[src/design/icm_pkg.sv]
// Shared types, register codes and palette helpers for the color map core.
`default_nettype none
package icm_pkg;

    typedef logic [31:0] rgba_t;

    localparam logic [2:0] CFG_COLOR_MODE = 3'd0;
    localparam logic [2:0] CFG_MAX_ITER   = 3'd1;
    localparam logic [2:0] CFG_BAND_WIDTH = 3'd2;
    localparam logic [2:0] CFG_POINT_CNT  = 3'd3;
    localparam logic [2:0] CFG_COLORS_A   = 3'd4;
    localparam logic [2:0] CFG_COLORS_B   = 3'd5;
    localparam logic [2:0] CFG_COLORS_C   = 3'd6;

    localparam logic [1:0] MODE_STAMP    = 2'd0;
    localparam logic [1:0] MODE_GRADIENT = 2'd1;
    localparam logic [1:0] MODE_RAINBOW  = 2'd2;

    localparam logic [7:0] FULL_CHANNEL = 8'd255;
    localparam logic [15:0] BAND_RESET  = 16'd100;
    localparam logic [15:0] LIMIT_RESET = 16'd256;

    // Pick palette point k out of the three palette words.
    function automatic rgba_t palette_point(input logic [63:0] a, input logic [63:0] b,
                                            input logic [63:0] c, input logic [2:0] k);
        rgba_t p;
        case (k)
            3'd0: p = a[31:0];
            3'd1: p = a[63:32];
            3'd2: p = b[31:0];
            3'd3: p = b[63:32];
            3'd4: p = c[31:0];
            3'd5: p = c[63:32];
            default: p = '0;
        endcase
        return p;
    endfunction

endpackage
`default_nettype wire

[src/design/icm_div.sv]
// Pipelined restoring divider: one quotient bit per stage, lanes share a divisor.
`default_nettype none
module icm_div import icm_pkg::*; #(
    parameter int NUM_W  = 16,
    parameter int DEN_W  = 16,
    parameter int LANES  = 1,
    parameter int SIDE_W = 1
) (
    input  wire logic                               aclk,
    input  wire logic                               aresetn,
    input  wire logic                               ce,
    input  wire logic                               in_valid,
    input  wire logic [LANES-1:0][NUM_W-1:0]        in_num,
    input  wire logic [DEN_W-1:0]                   in_den,
    input  wire logic [SIDE_W-1:0]                  in_side,
    output logic                                    out_valid,
    output logic [LANES-1:0][NUM_W-1:0]             out_quot,
    output logic [LANES-1:0][DEN_W-1:0]             out_rem,
    output logic [SIDE_W-1:0]                       out_side
);

    genvar k;
    generate
        for (k = 0; k < NUM_W; k++) begin : g_stage
            logic                           src_valid;
            logic [LANES-1:0][NUM_W-1:0]    src_work;
            logic [LANES-1:0][DEN_W-1:0]    src_rem;
            logic [DEN_W-1:0]               src_den;
            logic [SIDE_W-1:0]              src_side;

            logic                           valid_reg;
            logic [LANES-1:0][NUM_W-1:0]    work_reg;
            logic [LANES-1:0][DEN_W-1:0]    rem_reg;
            logic [DEN_W-1:0]               den_reg;
            logic [SIDE_W-1:0]              side_reg;

            logic [LANES-1:0][NUM_W-1:0]    work_next;
            logic [LANES-1:0][DEN_W-1:0]    rem_next;

            if (k == 0) begin : g_first
                assign src_valid = in_valid;
                assign src_work  = in_num;
                assign src_rem   = '0;
                assign src_den   = in_den;
                assign src_side  = in_side;
            end else begin : g_rest
                assign src_valid = g_stage[k-1].valid_reg;
                assign src_work  = g_stage[k-1].work_reg;
                assign src_rem   = g_stage[k-1].rem_reg;
                assign src_den   = g_stage[k-1].den_reg;
                assign src_side  = g_stage[k-1].side_reg;
            end

            always_comb begin
                logic [DEN_W:0] trial;
                logic           qbit;
                for (int l = 0; l < LANES; l++) begin
                    trial = {src_rem[l], src_work[l][NUM_W-1]};
                    qbit  = (trial >= {1'b0, src_den});
                    if (qbit) begin
                        rem_next[l] = DEN_W'(trial - {1'b0, src_den});
                    end else begin
                        rem_next[l] = trial[DEN_W-1:0];
                    end
                    work_next[l] = {src_work[l][NUM_W-2:0], qbit};
                end
            end

            always_ff @(posedge aclk) begin
                if (!aresetn) begin
                    valid_reg <= 1'b0;
                end else if (ce) begin
                    valid_reg <= src_valid;
                end
                if (ce) begin
                    work_reg <= work_next;
                    rem_reg  <= rem_next;
                    den_reg  <= src_den;
                    side_reg <= src_side;
                end
            end
        end
    endgenerate

    assign out_valid = g_stage[NUM_W-1].valid_reg;
    assign out_quot  = g_stage[NUM_W-1].work_reg;
    assign out_rem   = g_stage[NUM_W-1].rem_reg;
    assign out_side  = g_stage[NUM_W-1].side_reg;

endmodule
`default_nettype wire

[config.mk]
export PLATFORM = sky130hd
export DESIGN_NAME = icm_div
export DESIGN_NICKNAME = d
export VERILOG_FILES = /design/src/design/icm_pkg.sv /design/src/design/icm_div.sv
export SDC_FILE = /design/constraint.sdc
export NUM_CORES = 1
export LEC_CHECK = 0
export ABC_CLOCK_PERIOD_IN_PS = 8100
export BUFFER_PORTS_ARGS = -buffer_cell sky130_fd_sc_hd__buf_2
export CAP_MARGIN = 20
export CORE_ASPECT_RATIO = 2
export CORE_MARGIN = 4
export CORE_UTILIZATION = 38
export CTS_CLUSTER_DIAMETER = 50
export DETAILED_ROUTE_END_ITERATION = 8
export PLACE_DENSITY_LB_ADDON = 0.3
export SLEW_MARGIN = 5
export SYNTH_ARGS = -nofsm -noshare
export SYNTH_HDL_FRONTEND = slang
export SYNTH_SLANG_ARGS = --single-unit
[constraint.sdc]
create_clock -name aclk -period 8.1 [get_ports aclk]
set_input_delay 2.025 -clock aclk [delete_from_list [all_inputs] [get_ports aclk]]
set_output_delay 2.025 -clock aclk [all_outputs]
set_load 0.03 [all_outputs]
==> metrics.csv, run 1 <==
metric,value,unit
vias in the first global route,24405,
first-pass GRT wire length,123,mm
PortBufs,70,
Residual DRC,0,
Tot Pwr,15.9,mW
CTS tree,done,
Final Slew Violations,0,
Root Driver,clkbuf_16,
Crit path required time,8.50,ns
Die Ht,456,µm
clk sinks,784,
setup bufs post-CTS,0,
final period utilization,48.4,%
"CTS clk-pin slew, worst paths",0.06,ns
"Area growth, synth to finish",12.1,%
worst-path maximum fanout,16,
outcome,completed,
clk_lat worst skew,0.66,ns
"Min Clock Period, post-route",3.92,ns
GRT Resource Usage Total,14.9,%
syn nets,3358,
nets@finish,3473,
number of vias in the routed layout,23194,
fmax,255,MHz
Crit. End Element,register,
initial antenna violation count,0,
# H-tree levels,3,
"top cells by count, synth","edfxtp_1, inv_1, ha_1, nand2_1, o21ai_0",
Yosys warning count,0,
fin worst setup slack,4.18,ns
hold-fix buffers at CTS,0,
Yosys top cell area share,60.4,%
core area,0.0997,mm²
Wirelength per Cell,17.2,µm
worst hold margin,0.410,ns
vias per cell,5.08,
CTS resizes,0,
max_cap viols,0,
GP Congestion,0.877,
Pleak,16.7,nW
Post-synth ARST share,0,%
GRT overflow,0,
DP Wirelength,58.8,mm
RSZ-0062 raised after global routing,false,
Total Negative Setup Slacks,0,ns
Initial Util,38.3,%
IO Count,71,
layout cells sized above 1,9.29,%
Ant. Diodes,0,
cell with the most instances after synthesis,edfxtp_1,
CP startpoint kind,register,
synth unique cells,74,
Post-Syn Instances,3064,
Die ar.,0.106,mm²
1st-iter DRT viols,1180,
Yosys reg bits,784,
CTS max path bufs,3,
DIE WIDTH,232,µm
VDD IR-drop max,0.200,mV
CTS Buf Count,77,
Place WS,3.51,ns
Layout Skew,0.0255,ns
Hold Path Class,reg2reg,
Post-Route WL,78.4,mm
synthesized area,0.0382,mm²
Yosys top cell by area,edfxtp_1,
Pre-antenna DRT Iters,5,
"Seq/Total Area, Yosys",61.2,%
syn_area_per_cell,12.5,µm²
Relative slew margins,21.1,%
top post-synthesis cells by area,"edfxtp_1, ha_1, inv_1",
Setup CP Type,reg2reg,
Final ANT Viol Nets,0,
final hold violation count,0,
Main synth FF type,edfxtp_1,
Critical Path AT,4.32,ns
largest net degree at the start of global routing,185,
number of synthesized flops with an enable pin,768,
"Setup violations, final",0,
ratio of total power to cell area,371,mW/mm²
Final Util,42.9,%
Slew @ Worst Pin,1.17,ns
row count,164,
-- through the flow --
stage,instance area (µm²),std cells
floorplan,38200,3064
global placement,40200,4427
detailed placement,40200,4428
CTS,42800,4569
global route,42800,4569
finish,42800,4569
-- critical path: stages, from the launching register on --
cell	delay, ns
edfxtp_1	0.39
ha_1	0.39
and4_1	0.37
nand4_1	0.16
o31ai_1	0.92
nor2_1	0.14
a21oi_2	0.86
mux2_2	0.42
-- logic make-up (layout without fill, tap and decap cells) --
kind of cell	Yosys count	count (layout)	share of synthesized area [%]
flops	784	784	61.2
simple gates	706	706	8.66
compound gates	691	691	11.3
buf+inv	375	552	3.76
fa+ha+maj	257	257	8.72
xor+xnor	158	158	3.62
mux	93	93	2.70
-- cells in the final DEF (no fill, tap or decap), drive strengths merged, types with 9 or more instances in the layout --
cell type    n
clkbuf      99
xor2        78
a211oi      24
and3        14
mux2        65
o21ai      223
a21oi      170
o31ai       25
buf         91
o21a        41
nand2b      42
a31oi       24
nor3        55
o22ai        9
nor2b       51
o21bai      13
clkinv      22
xnor2       80
o31a        28
ha         242
nor4        13
a21o        48
nand2      228
mux2i       28
dfxtp       16
nor2       180
inv        327
nand3       46
fa          15
o211ai      12
or3         14
a21boi      18
nand4       36
edfxtp     768
-- worst paths after layout --
check	start	end	slack [ns]	depth (start not counted)
worst min register to register	g_stage[7].side_reg	g_stage[8].side_reg	0.41	0
worst max-delay path	g_stage[4].rem_reg[10]	g_stage[5].rem_reg[2]	4.18	7
worst min-delay path	g_stage[7].side_reg	g_stage[8].side_reg	0.41	0
worst max register to register	g_stage[4].rem_reg[10]	g_stage[5].rem_reg[2]	4.18	7
-- report_power, final --
group	switching, mW	total (mW)	internal [mW]	leakage (nW)
registers	0.402	6.10	5.70	7.64
logic	3.56	6.14	2.58	7.82
clock network	1.56	3.66	2.09	1.24
total	5.52	15.9	10.4	16.7
-- per-layer routing --
| metal | vias to the layer above | wire [µm] | GRT usage (%) |
|---|---|---|---|
| li1 | 11464 | - | - |
| met1 | 11179 | 21000 | 10.3 |
| met2 | 349 | 49200 | 32.8 |
| met3 | 202 | 2080 | 2.47 |
| met4 | 0 | 6210 | 10.1 |
| met5 | - | 0 | 0 |
-- final cells by class --
class                   count  area, µm²
flip-flops and latches    784      23400
repair buffers             91        563
inverters                 320       1200
clock inverters            42        500
well taps                1328       1660
multi-input cells        1905      13400
fillers                  9368      56900
clock buffers              99       2070
Note: power is estimated with default switching activity, not from simulation.
==> run 2, diff against run 1 <==
Settings changed: ABC_AREA from default to 1, ABC_CLOCK_PERIOD_IN_PS 8100 to 3800.
Clock period 8.1 ns to 3.8 ns, I/O delays scaled along.
==> run 2 against run 1 <==
Compared with the run above:
- setup slack worse by 3.2 ns
- hold slack worse by 0.0063 ns
- maximum frequency is 40% higher
- largest cell class unchanged
- area after synthesis rose by 16%
- sequential share of layout area decreased by 7.2 points
- clock power rose by 130%
- die area rose by 15%
- combinational power rose to 2.6 times the previous value
- cell area is 15% higher
- cell count grew 49%
==> metrics.csv, run 2 <==
metric,value,unit,change
outcome,completed,,
P_int,21.6,mW,+110%
Setup CP Type,reg2reg,,
first-pass GRT wire length,194,mm,+58%
synth unique cells,46,,-38%
"CTS clk-pin slew, worst paths",0.06,ns,about the same
"commonest non-fill, non-tap cell in the layout",nand2_1,,
Crit path required time,4.33,ns,-4.17 ns
PortBufs,70,,unchanged
CP startpoint kind,register,,
core area,0.115,mm²,+15%
DIE WIDTH,249,µm,+7.3%
synthesized area,0.0442,mm²,+16%
"Setup violations, final",0,,unchanged
Sw Ratio,42.2,%,+7.5 points
Worst path max stage delay,0.60,ns,-0.32 ns
"top cells by count, synth","nand2_1, inv_1, edfxtp_1, nand3_1, ha_1",,
syn nets,5365,,+60%
Pleak,24.2,nW,+45%
CTS max path bufs,3,,unchanged
clk sinks,784,,unchanged
Post-Syn Instances,5071,,+66%
VDD IR-drop max,0.443,mV,+120%
Yosys reg bits,784,,unchanged
fmax,356,MHz,+40%
ratio of total power to cell area,760,mW/mm²,+100%
cell family with most CP delay,simple AND/OR/NAND/NOR gates,,
P_sw,15.8,mW,+190%
GP Congestion,0.971,,+11%
worst-path maximum fanout,17,,+1
Hold Path Class,reg2reg,,
Die Ht,490,µm,+7.5%
WP buf/inv,0,,unchanged
GRT overflow,0,,unchanged
Slew @ Worst Pin,0.834,ns,-0.334 ns
"Area growth, synth to finish",11.4,%,
most frequent CP cell,nand2_1,,
most frequent cells in the layout,"nand2_1, inv_1, edfxtp_1, nand3_1, ha_1",,
clk_lat worst skew,0.69,ns,+0.03 ns
Critical Path AT,3.34,ns,-0.98 ns
Post-synth ARST share,0,%,unchanged
Total Negative Setup Slacks,0,ns,unchanged
largest net degree at the start of global routing,97,,-48%
initial antenna violation count,2,,+2
Main synth FF type,edfxtp_1,,
Crit. End Element,register,,
CTS Buf Count,85,,+10%
Final Slew Violations,0,,unchanged
"Min Clock Period, post-route",2.81,ns,-1.12 ns
RSZ-0062 raised after global routing,false,,
CTS resizes,0,,unchanged
final period utilization,73.9,%,+25 points
Worst path slowest cell,ha_1,,
top post-synthesis cells by area,"edfxtp_1, nand2_1, inv_1",,
Pre-antenna DRT Iters,5,,unchanged
FILL cells,11330,,+21%
row count,176,,+7.3%
setup bufs post-CTS,0,,unchanged
CTS tree,done,,
DP Wirelength,107,mm,+82%
syn_area_per_cell,8.72,µm²,-30%
nets@finish,5503,,+58%
final hold violation count,0,,unchanged
Place WS,0.937,ns,-2.57 ns
Initial Util,38.4,%,+0.091 points
critical path cell sequence,ha_1 -> nand2_1 -> nor2_1 -> nand3_1 -> nand3_1 -> nand2_2 -> nand2_4 -> nand2_1 -> nand2_1,,
Final Util,42.8,%,-0.15 points
Logic pwr share,43.3,%,+4.7 points
layout cells sized above 1,6.30,%,-3.0 points
worst hold margin,0.403,ns,-0.00627 ns
number of synthesized flops with an enable pin,768,,unchanged
Layout Skew,0.0330,ns,+0.00745 ns
IO Count,71,,unchanged
clock share of power,22.4,%,-0.6 points
Post-Route WL,133,mm,+69%
Final ANT Viol Nets,0,,unchanged
number of vias in the routed layout,33860,,+46%
Yosys top cell by area,edfxtp_1,,
1st-iter DRT viols,1518,,+29%
Residual DRC,0,,unchanged
"setup slack, reg-to-reg",0.99,ns,-3.18 ns
vias in the first global route,35685,,+46%
Root Driver,clkbuf_16,,
# H-tree levels,3,,unchanged
"Seq/Total Area, Yosys",52.9,%,-8.3 points
Die ar.,0.122,mm²,+15%
GRT Resource Usage Total,21.2,%,+6.3 points
hold-fix buffers at CTS,0,,unchanged
Wirelength per Cell,19.6,µm,+14%
cell with the most instances after synthesis,nand2_1,,
Relative slew margins,44.3,%,+23 points
fin worst setup slack,0.993,ns,-3.18 ns
Yosys top cell area share,52.2,%,-8.2 points
vias per cell,4.99,,-1.8%
max_cap viols,0,,unchanged
Yosys warning count,0,,unchanged
Reg power frac,34.2,%,-4.2 points
==> run 2: cell count changes in the layout (fill, tap and decap cells not counted), moves of 48 or more <==
cell     delta
nand2_1  +1617
inv_1     +635
nand3_1   +360
o21ai_0   -195
mux2_2     -60
xnor2_1    -59
nor2b_1    -51
a21o_1     -48
==> run 2: per-stage QoR <==
| stage | cell area, µm² | cells | power [mW] |
|---|---|---|---|
| after floorplan | 44200 | 5071 | 23.9 |
| after global placement | 46500 | 6635 | 28.7 |
| after detailed placement | 46500 | 6635 | 29.0 |
| after CTS | 49300 | 6787 | 37.5 |
| after global routing | 49300 | 6789 | 39.9 |
| final | 49300 | 6789 | 37.4 |
==> run 2: final timing paths <==
kind / end / from / cells after the start
max reg2reg: g_stage[10].rem_reg[13] / g_stage[10].src_rem[1] / 9
min: g_stage[5].work_reg[8] / g_stage[4].work_reg[7] / 0
max: g_stage[10].rem_reg[13] / g_stage[10].src_rem[1] / 9
min reg2reg: g_stage[5].work_reg[8] / g_stage[4].work_reg[7] / 0
==> run 2: cell type report <==
| class | instances | area [µm²] | share of cell area [%] |
|---|---|---|---|
| Sequential cell | 784 | 23400 | 47.5 |
| Multi-Input combinational cell | 3268 | 16800 | 34.1 |
| Inverter | 960 | 3600 | 7.32 |
| Clock buffer | 97 | 2190 | 4.45 |
| Tap cell | 1513 | 1890 | 3.84 |
| Timing Repair Buffer | 110 | 836 | 1.70 |
| Clock inverter | 55 | 566 | 1.15 |
| Antenna cell | 2 | 5.00 | 0.0102 |
==> run 2: cells by family (layout without fill, tap and decap cells) <==
group | count (synthesis) | count (layout) | synth area share (%)
adder cells (fa/ha/maj) | 257 | 257 | 7.53
other | 0 | 2 | 0
AND/OR/NAND/NOR | 2725 | 2725 | 26.2
flip-flops | 784 | 784 | 52.9
XOR/XNOR | 92 | 92 | 1.82
AO/OA/AOI/OAI | 194 | 194 | 2.36
buffers and inverters | 1019 | 1222 | 9.15
==> run 2: metal layers <==
metal	vias up	track usage, %	share of wire, %
li1	16491	-	-
met1	15663	11.9	23
met2	1012	45.9	60
met3	694	3.15	3.2
met4	0	24.3	14
met5	-	0	0
==> run 2: power groups by stage <==
stage	sequential [mW]	clock (mW)	combinational (mW)
final	12.8	8.40	16.2
after global routing	12.9	8.99	17.9
after CTS	12.8	8.62	16.0
after detailed placement	13.0	0	16.0
after global placement	12.9	0	15.7
after floorplan	12.8	0	11.1
